## src/rtl/mffr_pkg.sv

```systemverilog
package mffr_pkg;

	typedef enum logic {
		ACT_BYTE  = 1'b0,
		ACT_REARM = 1'b1
	} action_t;

	localparam logic [15:0] CRC_INIT = 16'hFFFF;
	localparam logic [15:0] CRC_POLY = 16'hA001;
	localparam int unsigned BYTE_BITS = 8;

	function automatic logic [15:0] crc16_byte(input logic [15:0] crc_in, input logic [7:0] b);
		logic [15:0] c;
		c = crc_in ^ {8'h00, b};
		for (int k = 0; k < BYTE_BITS; k++) begin
			if (c[0]) begin
				c = (c >> 1) ^ CRC_POLY;
			end else begin
				c = c >> 1;
			end
		end
		return c;
	endfunction

endpackage

```

## src/rtl/modbus_fixed_frame_receiver.sv

```systemverilog
// Channel  Dir  tdata                     tuser
// s_axis   in   [7:0] rx_byte             [0] action (0 byte, 1 rearm)
// m_axis   out  [31:0] position_value     [0] crc_match
//
// One transaction per cycle unless a final frame byte waits on m_axis.
// CRC-16 update is combinational; a result passes s1 and the output register.
// Reset leaves the receiver armed, the count at zero and the latch at zero.
// A stalled m_axis holds only a final frame byte; other transactions proceed.
module modbus_fixed_frame_receiver #(
	parameter int FRAME_BYTES = 9
) (
	input  logic        clk,
	input  logic        arst_n,
	input  logic        s_tvalid,
	output logic        s_tready,
	input  logic [7:0]  s_tdata,   // [7:0] rx_byte
	input  logic        s_tuser,   // [0] action
	output logic        m_tvalid,
	input  logic        m_tready,
	output logic [31:0] m_tdata,   // [31:0] position_value
	output logic        m_tuser    // [0] crc_match
);

	localparam int STORE_N = FRAME_BYTES - 1;
	localparam int CNT_W = $clog2(FRAME_BYTES);
	localparam int IDX_W = $clog2(STORE_N);
	localparam logic [CNT_W-1:0] LAST_IDX = CNT_W'(FRAME_BYTES - 1);
	localparam logic [CNT_W-1:0] CRC_LO_IDX = CNT_W'(FRAME_BYTES - 2);

	logic                  valid_s1;
	mffr_pkg::action_t     act_s1;
	logic [7:0]            byte_s1;

	logic [CNT_W-1:0]      cnt_q;
	logic                  armed_q;
	logic [15:0]           crc_q;
	logic [31:0]           pos_q;
	logic [7:0]            store_q [STORE_N];

	logic                  out_valid_q;
	logic                  out_match_q;
	logic [31:0]           out_pos_q;

	logic                  is_byte;
	logic                  is_last;
	logic                  stall;
	logic                  adv;
	logic                  match;
	logic [31:0]           new_pos;

	always_comb begin
		is_byte = valid_s1 && (act_s1 == mffr_pkg::ACT_BYTE) && armed_q;
		is_last = is_byte && (cnt_q == LAST_IDX);
		stall   = is_last && out_valid_q && !m_tready;
		adv     = valid_s1 && !stall;
		match   = (store_q[CRC_LO_IDX[IDX_W-1:0]] == crc_q[7:0]) && (byte_s1 == crc_q[15:8]);
		new_pos = {store_q[3], store_q[4], store_q[5], store_q[6]};
	end

	assign s_tready = !valid_s1 || !stall;
	assign m_tvalid = out_valid_q;
	assign m_tdata  = out_pos_q;
	assign m_tuser  = out_match_q;

	always_ff @(posedge clk or negedge arst_n) begin
		if (!arst_n) begin
			valid_s1 <= 1'b0;
		end else if (s_tvalid && s_tready) begin
			valid_s1 <= 1'b1;
		end else if (adv) begin
			valid_s1 <= 1'b0;
		end
	end

	always_ff @(posedge clk) begin
		if (s_tvalid && s_tready) begin
			act_s1  <= mffr_pkg::action_t'(s_tuser);
			byte_s1 <= s_tdata;
		end
	end

	always_ff @(posedge clk or negedge arst_n) begin
		if (!arst_n) begin
			cnt_q       <= '0;
			armed_q     <= 1'b1;
			crc_q       <= mffr_pkg::CRC_INIT;
			pos_q       <= '0;
			out_valid_q <= 1'b0;
		end else begin
			if (m_tvalid && m_tready && !(adv && is_last)) begin
				out_valid_q <= 1'b0;
			end
			if (adv) begin
				if (act_s1 == mffr_pkg::ACT_REARM) begin
					armed_q <= 1'b1;
				end else if (armed_q) begin
					if (cnt_q != LAST_IDX) begin
						if (cnt_q < CRC_LO_IDX) begin
							crc_q <= mffr_pkg::crc16_byte(crc_q, byte_s1);
						end
						cnt_q <= cnt_q + CNT_W'(1);
					end else begin
						if (match) begin
							pos_q <= new_pos;
						end
						armed_q     <= 1'b0;
						cnt_q       <= '0;
						crc_q       <= mffr_pkg::CRC_INIT;
						out_valid_q <= 1'b1;
					end
				end
			end
		end
	end

	always_ff @(posedge clk) begin
		if (adv && is_byte) begin
			if (cnt_q != LAST_IDX) begin
				store_q[cnt_q[IDX_W-1:0]] <= byte_s1;
			end else begin
				out_match_q <= match;
				out_pos_q   <= match ? new_pos : pos_q;
			end
		end
	end

	a_cnt_range: assert property (@(posedge clk) disable iff (!arst_n)
		cnt_q <= LAST_IDX)
		else $error("frame byte count out of range");

	a_disarmed_idle: assert property (@(posedge clk) disable iff (!arst_n)
		!armed_q |-> (cnt_q == '0) && (crc_q == mffr_pkg::CRC_INIT))
		else $error("disarmed with frame in progress");

	a_frame_end: assert property (@(posedge clk) disable iff (!arst_n)
		(adv && is_last) |=> m_tvalid && !armed_q && (cnt_q == '0))
		else $error("frame end did not emit and disarm");

	a_pos_latch: assert property (@(posedge clk) disable iff (!arst_n)
		m_tvalid |-> (m_tdata == pos_q))
		else $error("result position differs from latch");

	a_no_overwrite: assert property (@(posedge clk) disable iff (!arst_n)
		(m_tvalid && !m_tready) |=> $stable(pos_q))
		else $error("latch changed while result pending");

endmodule

```

## config.mk

```make
export PLATFORM = sky130hd
export DESIGN_NAME = modbus_fixed_frame_receiver
export DESIGN_NICKNAME = d
export VERILOG_FILES = /design/src/rtl/mffr_pkg.sv /design/src/rtl/modbus_fixed_frame_receiver.sv
export SDC_FILE = /design/constraint.sdc
export NUM_CORES = 1
export LEC_CHECK = 0
export BUFFER_PORTS_ARGS = -buffer_cell sky130_fd_sc_hd__buf_2
export CAP_MARGIN = 30
export CORE_ASPECT_RATIO = 1.25
export CORE_MARGIN = 1
export CORE_UTILIZATION = 55
export DETAILED_ROUTE_END_ITERATION = 7
export GPL_TIMING_DRIVEN = 0
export MAX_ROUTING_LAYER = met4
export PLACE_DENSITY = 0.75
export SLEW_MARGIN = 20
export SYNTH_ARGS = -nofsm -noshare
export SYNTH_HDL_FRONTEND = slang
export SYNTH_SLANG_ARGS = --single-unit
```

## constraint.sdc

```tcl
create_clock -name clk -period 3.9 [get_ports clk]
set_input_delay 0.39 -clock clk [delete_from_list [all_inputs] [get_ports clk]]
set_output_delay 0.39 -clock clk [all_outputs]
set_load 0.005 [all_outputs]
```

# ---- Word level (Yosys, flattened, before mapping)
# Memory sizes are Yosys's and may differ from the RTL's.
# Cells that the tools add are included.
dict set report word_totals {
  ff_bits 97
  latchBits 0
  ram_bits 64
  rom_bits 0
  input_bits 13
  out_inout_bits 35
  n_memories 1
}
dict set report classes {
  add_sub_neg 1
  n_mul 0
  div 0
  magnitude_cmp 1
  n_eq_ne 5
  n_shift 0
  mux 59
  bitwise_logic 11
  reduce_logical 22
}
# memory depth word_bits read_ports rd_clocked_by_memory_dff wr line
set memory_table {}
lappend memory_table {store_q 8 8 5 0 1 modbus_fixed_frame_receiver.sv:38} ;# logic [7:0] store_q [STORE_N];
# cell n
set ops {}
lappend ops {{$mux 16} 45}
lappend ops {{$mux 32} 1}
lappend ops {{$not 2->3} 8}
lappend ops {{$eq 8x8->1} 2}
lappend ops {{$xor 16x8->16} 1}
lappend ops {{$logic_and 1x1->1} 12}
lappend ops {{$mux 1} 12}
lappend ops {{$reduce_and 4->1} 2}
lappend ops {{$add 4x1->4 const B} 1}
lappend ops {{$eq 4x4->1 const B} 1}
lappend ops {{$logic_not 1->1} 4}
lappend ops {{$lt 4x3->1 const B} 1}
lappend ops {{$mux 4} 1}
lappend ops {{$ne 4x4->1 const B} 1}
lappend ops {{$reduce_and 3->1} 1}
lappend ops {{$ne 2x2->1 const B} 1}
lappend ops {{$not 1->1} 2}
lappend ops {{$reduce_and 2->1} 1}
lappend ops {{$reduce_bool 2->1} 1}
lappend ops {{$logic_or 1x1->1} 1}

# ---- Depth between registers and ports, before layout
dict set report logic_depth {
  ltp_word 55
  mapped_depth 8
}

# ---- Worst setup path after synthesis
# OpenSTA, ideal clock, no wires.
dict set report synth_path {
  path_type {reg2reg}
  startpoint {register cnt_q[0]}
  endpoint {register pos_q[10]}
  setup_time_ns 0.128
  t_arrival_ns 3.165
  required_time_ns 3.772
  slack_ns 0.607
  stages_incl_launch_ff 9
  path_buffers 1
  path_cell_list {dfrtp_1 > inv_1 > ha_1 > and3b_1 > nand2_1 > nor2_1 > nand2_2 > buf_2 > mux2_1}
}
dict set report synth_between {
  elab_chain_len 7
  elab_cells_between_ends 9
  cone_classes {2 x eq/ne; 1 x bitwise; 6 x reduce/logical}
}
# element line
set synth_lines {}
lappend synth_lines {{start, declared} modbus_fixed_frame_receiver.sv:34} ;# logic [CNT_W-1:0] cnt_q;
lappend synth_lines {{start signal, assigned} modbus_fixed_frame_receiver.sv:101} ;# cnt_q <= cnt_q + CNT_W'(1);
lappend synth_lines {{$eq 4x4->1} modbus_fixed_frame_receiver.sv:53} ;# is_last = is_byte && (cnt_q == LAST_IDX);
lappend synth_lines {{$logic_and 1x1->1} modbus_fixed_frame_receiver.sv:53}
lappend synth_lines {{$logic_and 1x1->1 (2 in a row)} modbus_fixed_frame_receiver.sv:54} ;# stall = is_last && out_valid_q && !m_tready;
lappend synth_lines {{$logic_not 1->1} modbus_fixed_frame_receiver.sv:55} ;# adv = valid_s1 && !stall;
lappend synth_lines {{$logic_and 1x1->1} modbus_fixed_frame_receiver.sv:55}
lappend synth_lines {{$reduce_and 4->1 (no line) *} n/a}
lappend synth_lines {{end signal, assigned} modbus_fixed_frame_receiver.sv:104} ;# pos_q <= new_pos;
lappend synth_lines {{end, declared} modbus_fixed_frame_receiver.sv:37} ;# logic [31:0] pos_q;
# Every way passes the cells marked *; elsewhere a longest branch is shown, timed or not.
# A chain may end at the register's enable or synchronous reset.

# ---- Worst setup path after layout
dict set report layout_path {
  startpoint {register byte_s1[5]}
  endpoint {register out_pos_q[11] (netlist: m_tdata[11]) (data pin)}
}
dict set report layout_between {
  elab_chain_len 3
}
# element line
set layout_lines {}
lappend layout_lines {{start, declared} modbus_fixed_frame_receiver.sv:32} ;# logic [7:0] byte_s1;
lappend layout_lines {{start signal, assigned} modbus_fixed_frame_receiver.sv:78} ;# byte_s1 <= s_tdata;
lappend layout_lines {{$eq 8x8->1} modbus_fixed_frame_receiver.sv:56} ;# match = (store_q[CRC_LO_IDX[IDX_W-1:0]] == crc_q[7:0]) && (byte_s1 == crc_q[15:8]);
lappend layout_lines {{$logic_and 1x1->1} modbus_fixed_frame_receiver.sv:56}
lappend layout_lines {{$mux 32} n/a}
lappend layout_lines {{end signal, assigned} modbus_fixed_frame_receiver.sv:122} ;# out_pos_q <= match ? new_pos : pos_q;
lappend layout_lines {{end, declared} modbus_fixed_frame_receiver.sv:42} ;# logic [31:0] out_pos_q;
# No other way between the ends.

==> impl_metrics.csv <==
group,metric,value,unit
status,outcome,"completed",
power,pwr_density_cell,652,mW/mm^2
synthesis,synth.mux.area_fraction,13.6,%
finish,layout.cells.non_filler,522,
cts,cts_hold_buf,0,
timing,timing_worst_slew_pin_value,0.845,ns
detailed_routing,avgRoutedWirePerCell,17.6,um
timing,max_clock_freq,389,MHz
finish,finalCoreUtilization,67.4,%
placement,place_inst,490,
setup_path,critical_path_startpoint,"byte_s1[5]",
die,core_area,0.00956,sq mm
detailed_routing,drt_iter0_drc,113,
timing,max-slew-margin-rel,43.4,%
power,p_leak,2.67,nW
detailed_routing,remaining_drc_errors,0,
cts,clock_latency,0.42,ns
synthesis,synthesis.area_per_instance,17.1,sq um
power,total_power,4.20,mW
cts,tritoncts_num_sinks,137,
timing,skew,0.00575,ns
synthesis,synth_fp_nets,330,
setup_path,cp-start-kind,"register",
finish,fillers,650,
timing,grt_setup_unrepaired,"false",
global_route,first_global_vias,2891,
finish,n_antenna_cell,0,
global_route,grt_max_degree,56,
worst_hold_path,timing.hold.worst.class,"input port to async pin",
global_route,grt_overflow_total,0,
synthesis,synthArstFlopShare,40.1,%
die,chipHeight,113,um
power,internal_power,3.12,mW
timing,final_period_minus_worst_setup_slack,2.57,ns
power,combinationalPowerShare,16.9,%
synthesis,synth_compound_area_share,2.85,%
synthesis,post_synth_simple_gate_area,3.90,%
synthesis,yosys_warnings,0,
power,vdd_ir_drop_max,564,uV
synthesis,synth_top_family_by_area,"multiplexers",
finish,post_route_cells_drive_above_1_share,36.9,%
finish,mostFrequentLayoutCells,"sky130_fd_sc_hd__edfxtp_1, sky130_fd_sc_hd__buf_2, sky130_fd_sc_hd__dfrtp_1, sky130_fd_sc_hd__mux2_2, sky130_fd_sc_hd__xnor2_1",
detailed_routing,routed-via-count,2780,
die,ios,48,
timing,report.final.slew_viol_count,0,
cts,numCtsBuffers,17,
finish,fin_area,0.00644,sq mm
synthesis,synth_sequential_area_ratio,71.6,%
synthesis,gate_count_of_the_mapped_netlist,315,
synthesis,synth-edff-count,82,
cts,cts.repair_timing.setup_buffer_count,0,
die,starting_utilization_of_the_core_area,56.4,%
synthesis,netlist.top_cell.by_area,"sky130_fd_sc_hd__edfxtp_1",
synthesis,yosys.cell_types.count,31,
finish,final_net_count,398,
cts,cts.htree.levels,4,
placement,place.detailed.hpwl,5890,um
finish,syn2layout_area_growth,19.4,%
timing,hold_violations,0,
setup_path,arrival,2.74,ns
job,max_cap_violations,0,
cts,cts_tree,"yes",
detailed_routing,drt_first_pass_iters,4,
timing,totalNegativeSetupSlack,0,ns
placement,gp_congestion,0.838,
power,clockPowerShare,38.1,%
placement,numPortBuffers,47,
global_route,grt_util_met2,33.9,%
detailed_routing,postRouteWirelength,9180,um
cts,post_cts_resized,0,
setup_path,critical_path_class,"register to register",
detailed_routing,routed_via_density,5.33,
die,floorplan.die.width,90.6,um
global_route,antenna_found_initial,0,
die,core.rowCount,40,
timing,layout_worst_path_cycle_share,65.9,%
global_route,globalRouteMet3Util,6.25,%
power,power.switching,1.08,mW
power,pwr-share-seq,45.0,%
timing,setup_viol_count_final,0,
detailed_routing,antenna_violating_nets_post_route,0,
placement,post_dp_cell_area,0.00583,sq mm
finish,layout_commonest_cell,"sky130_fd_sc_hd__edfxtp_1",
cts,clk_pin_slew,0.06,ns
global_route,grt_first_pass_wirelength,14900,um
cts,clockRootBuffer,"sky130_fd_sc_hd__clkbuf_16",
synthesis,ys_ff_latch,137,
power,power.share.switching,25.8,%
setup_path,timing.critical_path.fanout_max,10,
synthesis,syn_area,0.00539,sq mm
global_route,met1_track_usage_gr,24.5,%
synthesis,post_synth_xor_xnor_area,6.71,%
setup_path,crit_required,4.07,ns
die,die_area,0.0102,sq mm
synthesis,synth_top_cell_area_share,45.7,%
setup_path,critical_path.endpoint_type,"register",
setup_path,worst_r2r_startpoint,"byte_s1[5]",
synthesis,yosys.area_share.adder,0.464,%
global_route,globalRouteTotalUtil,20.8,%
global_route,global_route.peak_usage_layer,"met2",
synthesis,synth_top_flop_cell,"sky130_fd_sc_hd__edfxtp_1",
synthesis,netlist_top_cells_area,"sky130_fd_sc_hd__edfxtp_1, sky130_fd_sc_hd__dfrtp_1, sky130_fd_sc_hd__dfstp_2, sky130_fd_sc_hd__mux2_2, sky130_fd_sc_hd__mux2_1",
cts,cts_max_path_buffers,2,
[sequential cells by signal (all words and copies together) (netlist names)]
register / cells
act_s1: 1
armed_q: 1
byte_s1: 8
cnt_q: 4
crc_q: 16
m_tdata: 32
m_tuser: 1
m_tvalid: 1
pos_q: 32
store_q: 40
valid_s1: 1
[cell usage after synthesis (2+ instances only)]
cell / instances
sky130_fd_sc_hd__mux2_1: 30
sky130_fd_sc_hd__clkbuf_1: 2
sky130_fd_sc_hd__or2_2: 2
sky130_fd_sc_hd__dfrtp_1: 38
sky130_fd_sc_hd__edfxtp_1: 82
sky130_fd_sc_hd__inv_1: 3
sky130_fd_sc_hd__a21oi_1: 9
sky130_fd_sc_hd__o21ai_0: 2
sky130_fd_sc_hd__a31oi_1: 2
sky130_fd_sc_hd__buf_2: 6
sky130_fd_sc_hd__nor3_1: 4
sky130_fd_sc_hd__nand3b_1: 2
sky130_fd_sc_hd__ha_1: 2
sky130_fd_sc_hd__and3b_1: 2
sky130_fd_sc_hd__mux2_2: 35
sky130_fd_sc_hd__nor2_1: 14
sky130_fd_sc_hd__dfstp_2: 17
sky130_fd_sc_hd__xor2_1: 4
sky130_fd_sc_hd__xnor2_1: 32
sky130_fd_sc_hd__o22a_1: 8
sky130_fd_sc_hd__nand4_1: 4
sky130_fd_sc_hd__nand2_1: 6
[layer usage]
layer / vias up / wire length [um] / share of wire (%)
li1: 1302 / - / -
met5: - / 0 / 0
met3: 11 / 388 / 4.2
met1: 1392 / 3930 / 43
met4: 0 / 140 / 1.5
met2: 75 / 4720 / 51
[through the flow]
stage	setup WS [ns]	hold WS (ns)
after global placement	-0.283	0.460
after global routing	1.23	0.0955
after CTS	1.34	0.0638
after detailed placement	1.35	0.465
final	1.33	0.0445
after floorplan	0.607	0.0944
[power groups by stage]
stage / Sequential [mW] / Combinational [mW] / Clock [mW]
final: 1.89 / 0.708 / 1.60
after global routing: 1.91 / 0.785 / 1.68
after CTS: 1.89 / 0.717 / 1.62
after detailed placement: 1.91 / 0.710 / 0
after global placement: 1.90 / 0.682 / 0
after floorplan: 1.87 / 0.576 / 0
[logic make-up (layout without fill, tap and decap cells)]
group / Yosys count / count (layout)
XOR/XNOR: 38 / 38
adder cells (fa/ha/maj): 2 / 2
multiplexers: 65 / 65
AND/OR/NAND/NOR: 39 / 39
AO/OA/AOI/OAI: 23 / 23
flip-flops: 137 / 137
buffers and inverters: 11 / 92
[critical path, stage by stage (launching register included)]
cell	delay, ns
sky130_fd_sc_hd__edfxtp_1	0.58
sky130_fd_sc_hd__xnor2_1	0.24
sky130_fd_sc_hd__nand4_1	0.19
sky130_fd_sc_hd__nor4_4	0.54
sky130_fd_sc_hd__buf_2	0.37
sky130_fd_sc_hd__mux2_2	0.39
[final cells by class]
| cell class | count | area, sq um | share of cell area [%] |
|---|---|---|---|
| buffer | 8 | 37.5 | 0.583 |
| clock buffer | 17 | 425 | 6.61 |
| clock inverter | 15 | 179 | 2.78 |
| inverter | 3 | 11.3 | 0.175 |
| multi-input combinational | 167 | 1510 | 23.4 |
| sequential | 137 | 3860 | 59.9 |
| tap | 126 | 158 | 2.45 |
| timing repair buffer | 49 | 263 | 4.08 |
[final timing paths]
kind	to	slack [ns]	cells past startpoint
max	m_tdata[11]	1.33	5
min	m_tvalid	0.04	1
max reg2reg	m_tdata[11]	1.33	5
min reg2reg	pos_q[12]	0.49	1
max in group asynchronous	pos_q[22]	3.38	1
min in group clk	act_s1	0.14	1
Power figures use the tool's default switching activity.
